**src/tmtf_pkg.sv**
```systemverilog
// Shared types and constants for the three-axis momentum tracking filter.
`default_nettype none

package tmtf_pkg;

  localparam int CFG_W     = 32;
  localparam int CFG_IDX_W = 1;
  localparam int DT_W      = 24;

  localparam logic [CFG_IDX_W-1:0] CFG_PNV = 1'b0;
  localparam logic [CFG_IDX_W-1:0] CFG_MNV = 1'b1;

  localparam logic REQ_UPDATE = 1'b1;

  localparam logic ALU_MUL = 1'b0;
  localparam logic ALU_DIV = 1'b1;

  typedef struct packed {
    logic start;
    logic op;
  } alu_ctl_t;

endpackage

`default_nettype wire

```
**src/three_axis_momentum_tracking_filter.sv**
```systemverilog
// Predict or first update: three multiplies.
// Primed update: 7 multiplies and 4 divides, or 3 divides when the gain denominator is zero.
// One item at a time through the shared multiply/divide unit.
// A finished word waits in the output register while the next item is taken.
// Reset (rst, synchronous): estimate and rate zero, variance 1.0, both noise registers 1.0.
`default_nettype none

module three_axis_momentum_tracking_filter #(
  parameter int VALUE_WIDTH = 32,
  parameter int FRAC_BITS   = 16
) (
  input  wire logic                                 clk,
  input  wire logic                                 rst,
  input  wire logic                                 wr_en,
  input  wire logic [tmtf_pkg::CFG_IDX_W-1:0]       wr_index,
  input  wire logic [tmtf_pkg::CFG_W-1:0]           wr_data,
  input  wire logic                                 in_valid,
  output logic                                      in_stall,
  input  wire logic                                 req_type,
  input  wire logic signed [VALUE_WIDTH-1:0]        obs_x,
  input  wire logic signed [VALUE_WIDTH-1:0]        obs_y,
  input  wire logic signed [VALUE_WIDTH-1:0]        obs_z,
  input  wire logic [tmtf_pkg::DT_W-1:0]            time_step,
  output logic                                      out_valid,
  input  wire logic                                 out_stall,
  output logic signed [VALUE_WIDTH-1:0]             out_x,
  output logic signed [VALUE_WIDTH-1:0]             out_y,
  output logic signed [VALUE_WIDTH-1:0]             out_z,
  output logic                                      was_primed
);

  localparam int W   = VALUE_WIDTH;
  localparam int F   = FRAC_BITS;
  localparam int CW  = tmtf_pkg::CFG_W;
  localparam int DTW = tmtf_pkg::DT_W;
  // operand width of the shared unit: values, variance and gain up to 1.0
  localparam int RW  = (W > F + 1) ? W : F + 1;
  // multiplier operand: dt or gain
  localparam int BW  = (F + 1 > DTW) ? F + 1 : DTW;
  // gain denominator: predicted variance plus measurement noise
  localparam int DW  = ((W > CW) ? W : CW) + 1;
  localparam int PCW = ((RW > CW) ? RW : CW) + 1;

  localparam logic [RW-1:0] LIM_ONE = RW'(1) << F;
  localparam logic [RW-1:0] LIM_NEG = RW'(1) << (W - 1);
  localparam logic [RW-1:0] LIM_POS = RW'({(W-1){1'b1}});
  localparam logic [RW-1:0] LIM_VAL = RW'({W{1'b1}});
  localparam logic [1:0]    LAST_AX = 2'd2;

  // sequencer: each ISS state launches one pass (GAIN skips it on a zero denominator), its WAIT state collects it
  localparam logic [3:0] ST_IDLE      = 4'd0;
  localparam logic [3:0] ST_PRED_ISS  = 4'd1;
  localparam logic [3:0] ST_PRED_WAIT = 4'd2;
  localparam logic [3:0] ST_GAIN_ISS  = 4'd3;
  localparam logic [3:0] ST_GAIN_WAIT = 4'd4;
  localparam logic [3:0] ST_CORR_ISS  = 4'd5;
  localparam logic [3:0] ST_CORR_WAIT = 4'd6;
  localparam logic [3:0] ST_RATE_ISS  = 4'd7;
  localparam logic [3:0] ST_RATE_WAIT = 4'd8;
  localparam logic [3:0] ST_VAR_ISS   = 4'd9;
  localparam logic [3:0] ST_VAR_WAIT  = 4'd10;
  localparam logic [3:0] ST_OUT       = 4'd11;

  logic [3:0] state;
  logic [1:0] ax;

  // filter state
  logic signed [W-1:0] est  [3];
  logic signed [W-1:0] rate [3];
  logic [RW-1:0]       err_var;
  logic                primed;
  logic [CW-1:0]       pnv;
  logic [CW-1:0]       mnv;

  // per-item working registers
  logic signed [W-1:0] obs_r [3];
  logic signed [W-1:0] pred  [3];
  logic [DTW-1:0]      dt_r;
  logic                upd_r;
  logic                was_r;
  logic [RW-1:0]       gain;
  logic                neg_r;

  logic [PCW-1:0]      pcov_sum;
  logic [W-1:0]        pcov;
  logic [DW-1:0]       den;
  logic                den_zero;
  logic [RW-1:0]       one_m_gain;

  logic signed [W+1:0] innov;
  logic signed [W+1:0] corr;
  logic signed [W+1:0] res_s;
  logic signed [W+1:0] sr;
  logic signed [W+1:0] pred_sum;
  logic signed [W+1:0] est_sum;
  logic [W-1:0]        rate_mag;
  logic [W-1:0]        innov_mag;
  logic [W-1:0]        corr_mag;

  tmtf_pkg::alu_ctl_t  alu_ctl;
  logic [RW-1:0]       alu_a;
  logic [BW-1:0]       alu_b;
  logic [DW-1:0]       alu_d;
  logic [RW-1:0]       alu_lim;
  logic                alu_done;
  logic [RW-1:0]       alu_res;
  logic                issue_neg;

  logic                in_take;
  logic                out_load;

  function automatic logic signed [W-1:0] sat_w(input logic signed [W+1:0] v);
    logic signed [W-1:0] r;
    if (v[W+1:W-1] == 3'b000 || v[W+1:W-1] == 3'b111) begin
      r = v[W-1:0];
    end else if (v[W+1]) begin
      r = {1'b1, {(W-1){1'b0}}};
    end else begin
      r = {1'b0, {(W-1){1'b1}}};
    end
    return r;
  endfunction

  assign in_stall = (state != ST_IDLE);
  assign in_take  = in_valid && !in_stall;
  assign out_load = (state == ST_OUT) && (!out_valid || !out_stall);

  // predicted variance saturates to the value range before the gain division
  always_comb begin
    pcov_sum   = PCW'(err_var) + PCW'(pnv);
    pcov       = (pcov_sum > PCW'({W{1'b1}})) ? {W{1'b1}} : pcov_sum[W-1:0];
    den        = DW'(pcov) + DW'(mnv);
    den_zero   = (den == '0);
    one_m_gain = LIM_ONE - gain;
  end

  // magnitudes and signed sums for the current axis
  always_comb begin
    rate_mag  = rate[ax][W-1] ? (~rate[ax] + W'(1)) : rate[ax];
    innov     = (W+2)'(obs_r[ax]) - (W+2)'(pred[ax]);
    innov_mag = innov[W+1] ? W'(-innov) : W'(innov);
    corr      = (W+2)'(est[ax]) - (W+2)'(pred[ax]);
    corr_mag  = corr[W+1] ? W'(-corr) : W'(corr);
    res_s     = signed'((W+2)'(alu_res));
    sr        = neg_r ? -res_s : res_s;
    pred_sum  = (W+2)'(est[ax]) + sr;
    est_sum   = (W+2)'(pred[ax]) + sr;
  end

  // operands for the shared unit, chosen by the sequencer state
  always_comb begin
    alu_ctl   = '0;
    alu_a     = '0;
    alu_b     = '0;
    alu_d     = '0;
    alu_lim   = '0;
    issue_neg = 1'b0;
    unique case (state)
      ST_PRED_ISS: begin
        // rate * dt
        alu_ctl.start = 1'b1;
        alu_ctl.op    = tmtf_pkg::ALU_MUL;
        alu_a         = RW'(rate_mag);
        alu_b         = BW'(dt_r);
        alu_lim       = rate[ax][W-1] ? LIM_NEG : LIM_POS;
        issue_neg     = rate[ax][W-1];
      end
      ST_GAIN_ISS: begin
        // gain = pcov / den; a zero denominator skips the pass
        alu_ctl.start = !den_zero;
        alu_ctl.op    = tmtf_pkg::ALU_DIV;
        alu_a         = RW'(pcov);
        alu_d         = den;
        alu_lim       = LIM_ONE;
      end
      ST_CORR_ISS: begin
        // innovation * gain
        alu_ctl.start = 1'b1;
        alu_ctl.op    = tmtf_pkg::ALU_MUL;
        alu_a         = RW'(innov_mag);
        alu_b         = BW'(gain);
        alu_lim       = innov[W+1] ? LIM_NEG : LIM_POS;
        issue_neg     = innov[W+1];
      end
      ST_RATE_ISS: begin
        // correction / dt
        alu_ctl.start = 1'b1;
        alu_ctl.op    = tmtf_pkg::ALU_DIV;
        alu_a         = RW'(corr_mag);
        alu_d         = DW'(dt_r);
        alu_lim       = corr[W+1] ? LIM_NEG : LIM_POS;
        issue_neg     = corr[W+1];
      end
      ST_VAR_ISS: begin
        // pcov * (1 - gain)
        alu_ctl.start = 1'b1;
        alu_ctl.op    = tmtf_pkg::ALU_MUL;
        alu_a         = RW'(pcov);
        alu_b         = BW'(one_m_gain);
        alu_lim       = LIM_VAL;
      end
      default: begin
      end
    endcase
  end

  tmtf_alu #(
    .AW (RW),
    .BW (BW),
    .DW (DW),
    .FB (F)
  ) u_alu (
    .clk  (clk),
    .rst  (rst),
    .ctl  (alu_ctl),
    .opa  (alu_a),
    .opb  (alu_b),
    .opd  (alu_d),
    .lim  (alu_lim),
    .done (alu_done),
    .res  (alu_res)
  );

  // sequencer, filter state and configuration
  always_ff @(posedge clk) begin
    if (rst) begin
      state     <= ST_IDLE;
      ax        <= '0;
      primed    <= 1'b0;
      err_var   <= LIM_ONE;
      pnv       <= CW'(LIM_ONE);
      mnv       <= CW'(LIM_ONE);
      out_valid <= 1'b0;
      for (int i = 0; i < 3; i++) begin
        est[i]  <= '0;
        rate[i] <= '0;
      end
    end else begin
      if (wr_en) begin
        unique case (wr_index)
          tmtf_pkg::CFG_PNV: pnv <= wr_data;
          tmtf_pkg::CFG_MNV: mnv <= wr_data;
          default: begin
          end
        endcase
      end

      if (out_load) begin
        out_valid <= 1'b1;
      end else if (!out_stall) begin
        out_valid <= 1'b0;
      end

      unique case (state)
        ST_IDLE: begin
          if (in_take) begin
            ax    <= '0;
            state <= ST_PRED_ISS;
          end
        end
        ST_PRED_ISS: state <= ST_PRED_WAIT;
        ST_PRED_WAIT: begin
          if (alu_done) begin
            if (ax == LAST_AX) begin
              ax <= '0;
              if (!upd_r) begin
                state <= ST_OUT;
              end else if (!was_r) begin
                // first update: load the observation and prime
                for (int i = 0; i < 3; i++) begin
                  est[i] <= obs_r[i];
                end
                primed <= 1'b1;
                state  <= ST_OUT;
              end else begin
                state <= ST_GAIN_ISS;
              end
            end else begin
              ax    <= ax + 2'd1;
              state <= ST_PRED_ISS;
            end
          end
        end
        ST_GAIN_ISS: state <= den_zero ? ST_CORR_ISS : ST_GAIN_WAIT;
        ST_GAIN_WAIT: begin
          if (alu_done) begin
            state <= ST_CORR_ISS;
          end
        end
        ST_CORR_ISS: state <= ST_CORR_WAIT;
        ST_CORR_WAIT: begin
          if (alu_done) begin
            est[ax] <= sat_w(est_sum);
            state   <= ST_RATE_ISS;
          end
        end
        ST_RATE_ISS: state <= ST_RATE_WAIT;
        ST_RATE_WAIT: begin
          if (alu_done) begin
            rate[ax] <= W'(sr);
            if (ax == LAST_AX) begin
              ax    <= '0;
              state <= ST_VAR_ISS;
            end else begin
              ax    <= ax + 2'd1;
              state <= ST_CORR_ISS;
            end
          end
        end
        ST_VAR_ISS: state <= ST_VAR_WAIT;
        ST_VAR_WAIT: begin
          if (alu_done) begin
            err_var <= alu_res;
            state   <= ST_OUT;
          end
        end
        ST_OUT: begin
          // hold until the output register is free
          if (out_load) begin
            state <= ST_IDLE;
          end
        end
        default: state <= ST_IDLE;
      endcase
    end
  end

  // per-item data path registers
  always_ff @(posedge clk) begin
    if (in_take) begin
      upd_r    <= (req_type == tmtf_pkg::REQ_UPDATE);
      was_r    <= primed;
      obs_r[0] <= obs_x;
      obs_r[1] <= obs_y;
      obs_r[2] <= obs_z;
      // a zero step counts as one LSB
      dt_r     <= (time_step == '0) ? DTW'(1) : time_step;
    end
    if (alu_ctl.start) begin
      neg_r <= issue_neg;
    end
    if (state == ST_PRED_WAIT && alu_done) begin
      pred[ax] <= was_r ? sat_w(pred_sum) : est[ax];
    end
    if (state == ST_GAIN_ISS && den_zero) begin
      gain <= LIM_ONE;
    end else if (state == ST_GAIN_WAIT && alu_done) begin
      gain <= alu_res;
    end
    if (out_load) begin
      // update words carry the new estimate, predict words the prediction
      out_x      <= upd_r ? est[0] : pred[0];
      out_y      <= upd_r ? est[1] : pred[1];
      out_z      <= upd_r ? est[2] : pred[2];
      was_primed <= was_r;
    end
  end

  a_done_in_wait: assert property (@(posedge clk) disable iff (rst)
    alu_done |-> (state == ST_PRED_WAIT || state == ST_GAIN_WAIT ||
                  state == ST_CORR_WAIT || state == ST_RATE_WAIT ||
                  state == ST_VAR_WAIT))
    else $error("shared unit finished outside a wait state");

  a_gain_bound: assert property (@(posedge clk) disable iff (rst)
    (state == ST_CORR_ISS) |-> (gain <= LIM_ONE))
    else $error("gain above one");

  a_primed_sticky: assert property (@(posedge clk) disable iff (rst)
    primed |=> primed)
    else $error("primed flag dropped without reset");

endmodule

`default_nettype wire

```
**src/tmtf_alu.sv**
```systemverilog
// Shared iterative unit: shift-add multiply and restoring divide, saturated result.
`default_nettype none

module tmtf_alu #(
  parameter int AW = 32,
  parameter int BW = 24,
  parameter int DW = 33,
  parameter int FB = 16
) (
  input  wire logic                clk,
  input  wire logic                rst,
  input  wire tmtf_pkg::alu_ctl_t  ctl,
  input  wire logic [AW-1:0]       opa,
  input  wire logic [BW-1:0]       opb,
  input  wire logic [DW-1:0]       opd,
  input  wire logic [AW-1:0]       lim,
  output logic                     done,
  output logic [AW-1:0]            res
);

  localparam int PW    = AW + BW;
  localparam int NW    = AW + FB;
  localparam int SW    = (PW > DW + 2) ? PW : DW + 2;
  localparam int STEPS = (BW > NW) ? BW : NW;
  localparam int CW    = $clog2(STEPS + 1);

  logic          busy;
  logic          op;
  logic [CW-1:0] cnt;
  logic [PW-1:0] acc;
  logic [DW-1:0] rem;
  logic [AW-1:0] areg;
  logic [BW-1:0] breg;
  logic [DW-1:0] dreg;
  logic [AW-1:0] limr;

  logic [DW:0]   div_x;
  logic [SW-1:0] add_x;
  logic [SW-1:0] add_y;
  logic [SW-1:0] add_sum;
  logic          cin;
  logic          ge;
  logic [PW-1:0] val;
  logic          over;

  // one adder serves both: acc*2 + a for multiply, rem*2+bit - den for divide
  always_comb begin
    div_x = {rem, acc[NW-1]};
    if (op == tmtf_pkg::ALU_DIV) begin
      add_x = SW'(div_x);
      add_y = ~SW'(dreg);
      cin   = 1'b1;
    end else begin
      add_x = SW'({acc[PW-2:0], 1'b0});
      add_y = breg[BW-1] ? SW'(areg) : '0;
      cin   = 1'b0;
    end
    add_sum = add_x + add_y + SW'(cin);
    ge      = ~add_sum[SW-1];
    val     = (op == tmtf_pkg::ALU_DIV) ? PW'(acc[NW-1:0]) : PW'(acc[PW-1:FB]);
    over    = val > PW'(limr);
  end

  always_ff @(posedge clk) begin
    if (rst) begin
      busy <= 1'b0;
      done <= 1'b0;
      op   <= tmtf_pkg::ALU_MUL;
      cnt  <= '0;
    end else begin
      done <= 1'b0;
      if (ctl.start) begin
        busy <= 1'b1;
        op   <= ctl.op;
        cnt  <= (ctl.op == tmtf_pkg::ALU_DIV) ? CW'(NW) : CW'(BW);
      end else if (busy) begin
        if (cnt != '0) begin
          cnt <= cnt - CW'(1);
        end else begin
          busy <= 1'b0;
          done <= 1'b1;
        end
      end
    end
  end

  always_ff @(posedge clk) begin
    if (ctl.start) begin
      acc  <= (ctl.op == tmtf_pkg::ALU_DIV) ? PW'({opa, {FB{1'b0}}}) : '0;
      rem  <= '0;
      areg <= opa;
      breg <= opb;
      dreg <= opd;
      limr <= lim;
    end else if (busy && cnt != '0) begin
      if (op == tmtf_pkg::ALU_DIV) begin
        acc <= {acc[PW-2:0], ge};
        rem <= ge ? add_sum[DW-1:0] : div_x[DW-1:0];
      end else begin
        acc  <= add_sum[PW-1:0];
        breg <= {breg[BW-2:0], 1'b0};
      end
    end else if (busy) begin
      res <= over ? limr : val[AW-1:0];
    end
  end

endmodule

`default_nettype wire
```
**config.mk**
```make
export PLATFORM = sky130hd
export DESIGN_NAME = three_axis_momentum_tracking_filter
export DESIGN_NICKNAME = d
export VERILOG_FILES = /design/src/tmtf_pkg.sv /design/src/three_axis_momentum_tracking_filter.sv /design/src/tmtf_alu.sv
export SDC_FILE = /design/constraint.sdc
export NUM_CORES = 2
export LEC_CHECK = 0
export ABC_AREA = 0
export ABC_CLOCK_PERIOD_IN_PS = 9640
export CAP_MARGIN = 20
export CORE_MARGIN = 2
export CORE_UTILIZATION = 40
export DETAILED_ROUTE_END_ITERATION = 16
export DONT_BUFFER_PORTS = 1
export PLACE_DENSITY = 0.54
export RECOVER_POWER = 100
export SLEW_MARGIN = 20
export SYNTH_ARGS = -nofsm -noshare
export SYNTH_HDL_FRONTEND = slang
export SYNTH_SLANG_ARGS = --single-unit
```
**constraint.sdc**
```tcl
create_clock -name clk -period 9.64 [get_ports clk]
set_input_delay 0 -clock clk [delete_from_list [all_inputs] [get_ports clk]]
set_output_delay 0 -clock clk [all_outputs]
set_load 0.01 [all_outputs]
```
## After elaboration in Yosys (flattened, before gate mapping)

Memory sizes are Yosys's and may differ from the RTL's. A register that Yosys moved wholly into a read port is not among the register bits.
Cells that the tools add are included.

| operators by class | value |
|---|---|
| bitwise logic cells | 11 |
| reduce and logical (&&, ||, !) cells | 40 |
| $add $sub $neg | 15 |
| equal/unequal tests | 24 |
| $lt $le $gt $ge | 2 |
| muxes and demuxes | 104 |

Operators with widths:

| operator | count |
|---|---|
| 32-bit 2-to-1 mux | 26 |
| 56-bit 2-to-1 mux | 5 |
| 32-bit case mux with 5 select lines | 1 |
| 32-bit case mux with 4 select lines | 1 |
| 48-bit 2-to-1 mux | 2 |
| 24-bit 2-to-1 mux | 3 |
| 24-bit case mux with 3 select lines | 1 |
| 32-bit by 34-bit adder with 34-bit output | 2 |
| 32-bit by 32-bit adder with 33-bit output | 2 |
| 33-bit case mux with 2 select lines | 1 |
| 32-bit by 32-bit subtractor with 33-bit output | 2 |
| 32-bit negator | 2 |
| 32-bit OR reduction | 2 |
| 56-bit by 1-bit adder with 56-bit output | 1 |
| 56-bit adder | 1 |
| 56-bit by 32-bit greater-than comparator with 1-bit output | 1 |
| 33-bit NOT with 56-bit output | 1 |
| 4-bit case mux with 12 select lines | 1 |
| 4-bit 2-to-1 mux | 11 |
| 34-bit 2-to-1 mux | 1 |
| 32-bit negator with 34-bit output | 1 |
| 33-bit by 32-bit greater-than comparator with 1-bit output, second input constant | 1 |
| 33-bit logical NOT | 1 |
| 33-bit 2-to-1 mux | 1 |
| 36 further kinds | 125 |

| storage, ports and cells | value |
|---|---|
| word-level logic and storage cells | 227 |
| memories | 4 |
| register bits | 503 |
| memory bits (writable) | 384 |
| output and inout port bits | 99 |

Memory list:

| name | words | width | rd ports | clocked after memory_dff | write ports | line | text |
|---|---|---|---|---|---|---|---|
| est | 3 | 32 | 4 | 1 | 3 | three_axis_momentum_tracking_filter.sv:68 | `logic signed [W-1:0] est [3];` |
| obs_r | 3 | 32 | 4 | 1 | 3 | three_axis_momentum_tracking_filter.sv:76 | `logic signed [W-1:0] obs_r [3];` |
| pred | 3 | 32 | 4 | 1 | 1 | three_axis_momentum_tracking_filter.sv:77 | `logic signed [W-1:0] pred [3];` |
| rate | 3 | 32 | 1 | 1 | 3 | three_axis_momentum_tracking_filter.sv:69 | `logic signed [W-1:0] rate [3];` |

## Longest topological paths before layout

| depth | value |
|---|---|
| depth in word-level cells | 10 |
| gate-level depth with buffers | 28 |

## Cells and area by module

Synthesis repeated with hierarchy kept, for this count alone.

| second synthesis, totals | value |
|---|---|
| cells, all modules | 5,692 |
| area, all modules | 58,493.6 µm² |

Modules (own cells, without submodules):

| module | sequential area each (µm²) | area each (µm²) | times used | cells each |
|---|---|---|---|---|
| three_axis_momentum_tracking_filter | 20,739.9 | 44,686.6 | 1 | 4,373 |
| tmtf_alu | 7,116.8 | 13,807.0 | 1 | 1,319 |

## Worst setup path before layout

OpenSTA, ideal clock, no wires.

| path | value |
|---|---|
| path type | reg-to-reg |
| start point | reg err_var[0] |
| end point | reg u_alu.res[0] (enable) |
| stages on the path, launching flop included | 28 |
| setup slack | 0.352 ns |
| period minus slack after synthesis | 9.288 ns |
| path buffers | 3 |
| arrival time | 8.827 ns |
| library setup time | 0.461 ns |
| path through | dfxtp_1 > ha_1 > inv_1 > fa_1 > nor2b_1 > o31a_1 > nor3_1 > o31ai_1 > o21ai_0 > o311a_1 > or2_2 > clkbuf_1 > clkbuf_1 > nand2_1 > inv_1 > fa_1 > nand2b_1 > a211o_1 > a311oi_1 > o2111a_1 > o21ai_0 > a2111oi_0 > nor4b_1 > nand4b_1 > o211ai_1 > clkinv_1 > clkbuf_1 > nor3_1 |

| on the way | value |
|---|---|
| longest elaborated chain between the ends | 9 |

Ends and longest elaborated chain:

| what | line | text |
|---|---|---|
| start: declaration | three_axis_momentum_tracking_filter.sv:70 | `logic [RW-1:0] err_var;` |
| start signal: assignment | three_axis_momentum_tracking_filter.sv:313 | `err_var <= alu_res;` |
| 32-bit by 32-bit adder with 33-bit output (*) | three_axis_momentum_tracking_filter.sv:130 | `pcov_sum = PCW'(err_var) + PCW'(pnv);` |
| 33-bit by 32-bit greater-than comparator with 1-bit output | three_axis_momentum_tracking_filter.sv:131 | `pcov = (pcov_sum > PCW'({W{1'b1}})) ? {W{1'b1}} : pcov_sum[W-1:0];` |
| 32-bit 2-to-1 mux (*) | three_axis_momentum_tracking_filter.sv:131 |  |
| 32-bit by 32-bit adder with 33-bit output (*) | three_axis_momentum_tracking_filter.sv:132 | `den = DW'(pcov) + DW'(mnv);` |
| 33-bit logical NOT (*) | three_axis_momentum_tracking_filter.sv:133 | `den_zero = (den == '0);` |
| 1-bit logical NOT (*) | three_axis_momentum_tracking_filter.sv:170 | `alu_ctl.start = !den_zero;` |
| 2-bit case mux with 3 select lines (*) | three_axis_momentum_tracking_filter.sv:158 | `unique case (state)` |
| 1-bit NOT (no source line) (*) | n/a |  |
| 3-bit AND reduction (no source line) (*) | n/a |  |
| end signal: assignment | tmtf_alu.sv:104 | `res <= over ? limr : val[AW-1:0];` |
| end: declaration | tmtf_alu.sv:18 | `output logic [AW-1:0] res` |

Every way passes the cells marked *; elsewhere a longest branch is shown, timed or not.
A chain may end at the register's enable or synchronous reset.

## Final worst setup path

| path | value |
|---|---|
| start point | reg pnv[0] |
| end point | reg u_alu.breg[10] (enable) |

| on the way | value |
|---|---|
| longest elaborated chain between the ends | 9 |
| elaborated cells between the ends (all ways) | 10 |
| those cells by class | 2 x add/sub; 1 x order compare; 1 x eq/ne; 2 x mux; 4 x reduce/logical |

Ends and longest elaborated chain:

| what | line | text |
|---|---|---|
| start: declaration | three_axis_momentum_tracking_filter.sv:72 | `logic [CW-1:0] pnv;` |
| start signal: assignment | three_axis_momentum_tracking_filter.sv:231 | `pnv <= CW'(LIM_ONE);` |
| start signal: assignment | three_axis_momentum_tracking_filter.sv:241 | `tmtf_pkg::CFG_PNV: pnv <= wr_data;` |
| 32-bit by 32-bit adder with 33-bit output (*) | three_axis_momentum_tracking_filter.sv:130 |  |
| 33-bit by 32-bit greater-than comparator with 1-bit output | three_axis_momentum_tracking_filter.sv:131 |  |
| 32-bit 2-to-1 mux (*) | three_axis_momentum_tracking_filter.sv:131 |  |
| 32-bit by 32-bit adder with 33-bit output (*) | three_axis_momentum_tracking_filter.sv:132 |  |
| 33-bit logical NOT (*) | three_axis_momentum_tracking_filter.sv:133 |  |
| 1-bit logical NOT (*) | three_axis_momentum_tracking_filter.sv:170 |  |
| 2-bit case mux with 3 select lines (*) | three_axis_momentum_tracking_filter.sv:158 |  |
| 2-bit != test (no source line) / 2-bit nonzero test (equally long branches) | n/a |  |
| 2-bit AND reduction (no source line) (*) | n/a |  |
| end signal: assignment | tmtf_alu.sv:92 | `breg <= opb;` |
| end signal: assignment | tmtf_alu.sv:101 | `breg <= {breg[BW-2:0], 1'b0};` |
| end: declaration | tmtf_alu.sv:33 | `logic [BW-1:0] breg;` |

Marks and branches as above.

==> results.tsv <==
metric	value	unit
slew_viol_final	1152	
comb_power_share	43.9	%
drive_gt1_share	8.17	%
switching_share	41.9	%
crit_arrival	9.46	ns
htree_levels	3	
yosysWarnings	0	
leakage	25.0	nW
core_area	146000	um^2
nets	6439	
worstSetupPathType	flip-flop to flip-flop	
drtIter0Drc	4988	
finalCritPeriodShare	94.6	%
die_area	151000	um^2
clk_pin_slew	0.06	ns
async_flop_share	0	%
rsz0062_at_grt	false	
antenna_found_initial	11	
synth_edf_count	784	
synth_top_area_share	39.9	%
syn_area_per_cell	10.2	um^2
area_growth	14.9	%
gp_congestion	0.959	
slowest_stage	o22ai_1	
clk_latency	0.77	ns
critPathMaxFanout	28	
io_buffers	0	
synth_area	59000	um^2
cts_setup_buffers	0	
start_util	40.4	%
drtPass1Iterations	8	
max_cap_violations	29	
grt_pass1_wl	321000	um
max_stage_delay	0.71	ns
post-route-cell-area	67800	um^2
post-route-min-period	9.12	ns
synth_top_area_cell	edfxtp_1	
via_per_inst	6.12	
synth_cell_type_count	93	
die_h	388	um
power_density	274	nW/um^2
grt_max_degree	118	
cp_num_buf_inv	3	
ys.flop_type	edfxtp_1	
ant_nets	0	
worstPathCellList	ha_1 > inv_1 > fa_1 > nor2b_1 > o31a_1 > nor3_1 > o31ai_1 > o21ai_0 > o311a_1 > or2_2 > nand2_1 > ha_1 > a21o_1 > or4_1 > o22ai_1 > o211ai_1 > a2111oi_0 > nor3_1 > nor2_1 > nand4b_1 > o211ai_1 > clkbuf_2 > o21ai_2 > clkbuf_2	
peakVddDrop	0.181	mV
yosys_register_bits	956	
setup_ws	0.522	ns
grt_pass1_vias	46300	
setup_tns	0	ns
grt.total_usage	28.6	%
clockBufferDepth	3	
startpoint_type	flip-flop	
worstHoldPathType	input port to flip-flop	
drt-wirelength-per-cell	27.7	um
setup_violations	0	
cts_made_buffers	105	
cts_root_buffer	clkbuf_16	
max_freq	0.110	GHz
clkPwrFrac	22.7	%
setup.worst_path.end_class	flip-flop	
syn_nets	6227	
cellInternalPower	10.8	mW
hold_viol_final	0	
skew	0.0497	ns
seqPwrFrac	33.4	%
synth_area_leaders	edfxtp_1, dfxtp_1, ha_1, nand2_1, mux4_2	
place_worst_setup_slack	0.699	ns
drcViolationCount	0	
die_x	388	um
cts.sink_count	956	
io_pins	258	
tightest_slew	6.31	ns
syn-instance-count	5793	
vias	49000	
yosysSeqAreaShare	45.7	%
grt_overflow_total	0	
rows	140	
violations	capacitance limit, slew limit	
critPathRequiredTime	9.98	ns
cts_tree	yes	
place_area	61100	um^2
hpwlAfterDp	165000	um
critPathTopFamily	compound AO/OA/AOI/OAI gates	
run_status	finished, violations left	
slew_headroom	-321	%
totalWireLength	222000	um
p_sw	7.77	mW
holdWs	0.0178	ns
## layer usage
layer	share of wire, %	GRT usage, %	vias to the layer above	wire length (um)
met1	43	39.5	24300	95800
met4	3.4	8.48	10	7570
li1	-	-	22300	-
met2	46	46.5	2067	103000
met3	7.1	4.09	330	15800
met5	0.024	0	-	54
## tightest hold or removal path, cell delays in order
cell,delay [ns]
dlygate4sd3_1,0.58
nand2_1,0.08
a21oi_1,0.05
## logic make-up (layout without fill, tap and decap cells)
kind of cell	count (synthesis)	count (layout)	share of synthesized area, %
AND/OR/NAND/NOR	1779	1779	14.0
AO/OA/AOI/OAI	1612	1612	18.3
flip-flops	956	956	45.7
buffers and inverters	525	824	3.41
multiplexers	363	363	8.50
XOR/XNOR	283	283	4.20
adder cells (fa/ha/maj)	275	275	5.93
other	0	4	0
## what timing repair did
action                                 CTS  global route
resized for setup                        0             1
setup endpoints to repair                0             1
endpoints found under the hold margin  455             0
hold buffers                           335             0
## synth_stat cells (31+ instances only)
cell type	n
edfxtp_1	784
nand2_1	659
nor2_1	470
a21oi_1	410
o21ai_0	357
clkbuf_1	296
ha_1	267
inv_1	194
dfxtp_1	172
xnor2_1	170
mux2_2	157
nor3_1	128
a21o_1	127
xor2_1	113
mux2i_1	111
a221o_1	99
mux4_2	95
nand3_1	80
a211oi_1	76
nand4_1	66
o21a_1	63
nor4_1	51
or3_1	50
o211ai_1	47
nand2b_1	45
and2_1	44
a31oi_1	39
a22o_1	38
and3_1	36
o21bai_1	35
nor2b_1	31
## final cells by class
class                   instances  area [um^2]
clock inverters                67          769
well taps                    1917         2400
diodes                          4         10.0
fillers                     13700        78300
inverters                     198          746
flip-flops and latches        956        27000
multi-input cells            4312        30200
repair buffers                432         3970
clock buffers                 127         2750
## power groups by stage
stage	clock, mW	sequential, mW	combinational (mW)
6_report	4.20	6.20	8.14
5_1_grt	4.41	6.25	8.82
4_1_cts	4.24	6.15	8.05
3_5_place_dp	0	6.23	7.87
3_3_place_gp	0	6.23	7.83
2_1_floorplan	0	5.91	5.51
## through the flow
stage | total power, mW | utilization [%] | cells
after global routing | 19.5 | 46.4 | 8009
after global placement | 14.1 | 41.8 | 7479
after CTS | 18.4 | 46.6 | 8008
final | 18.5 | 46.4 | 8013
after floorplan | 11.4 | - | 5793
after detailed placement | 14.1 | 41.8 | 7479
## path summary, 6_finish.rpt
path                     from             end  slack (ns)  cells after the start
setup / recovery       pnv[0]  u_alu.breg[10]        0.52                     24
hold / removal    wr_data[10]         mnv[10]        0.02                      3
setup reg to reg       pnv[0]  u_alu.breg[10]        0.52                     24
hold reg to reg        primed           was_r        0.44                      0
## cells in the final DEF, fill, tap and decap left out, types with 20 or more instances in the layout
cell type      count
nand2b_1          45
o21a_1            63
dfxtp_1          170
nand4_1           66
dlygate4sd3_1    334
a31oi_1           40
and4_1            22
clkbuf_16        106
buf_4             51
nor2b_1           29
o21bai_1          35
nor4_1            51
nand2_1          659
ha_1             267
a22o_1            38
o2bb2ai_1         23
xor2_1           113
edfxtp_1         784
mux2_1            54
nand3_1           78
or3_1             50
o21ai_0          365
mux4_2            95
and3_1            36
mux2i_1          111
xnor2_1          170
mux2_2           103
inv_1            194
o211ai_1          47
nor3_1           124
nor2_1           459
or2_2             21
a22oi_1           20
and2_1            41
o31ai_1           27
a21oi_1          408
a211oi_1          76
a221o_1           99
clkbuf_1          54
a21o_1           127
## flip-flops by register name, summed over array words and instances, names as in the netlist, 2 cells and up, named ones only
signal      cells
mnv            32
gain           24
out_z          32
u_alu.rem      33
err_var        32
u_alu.breg     24
out_y          32
u_alu.dreg     33
rate          128
u_alu.areg     32
obs_r          96
pred          128
out_x          32
u_alu.res      32
state           4
u_alu.cnt       6
u_alu.acc      56
u_alu.limr      3
est           128
dt_r           24
ax              2
pnv            32
(Power assumes the default switching activity.)
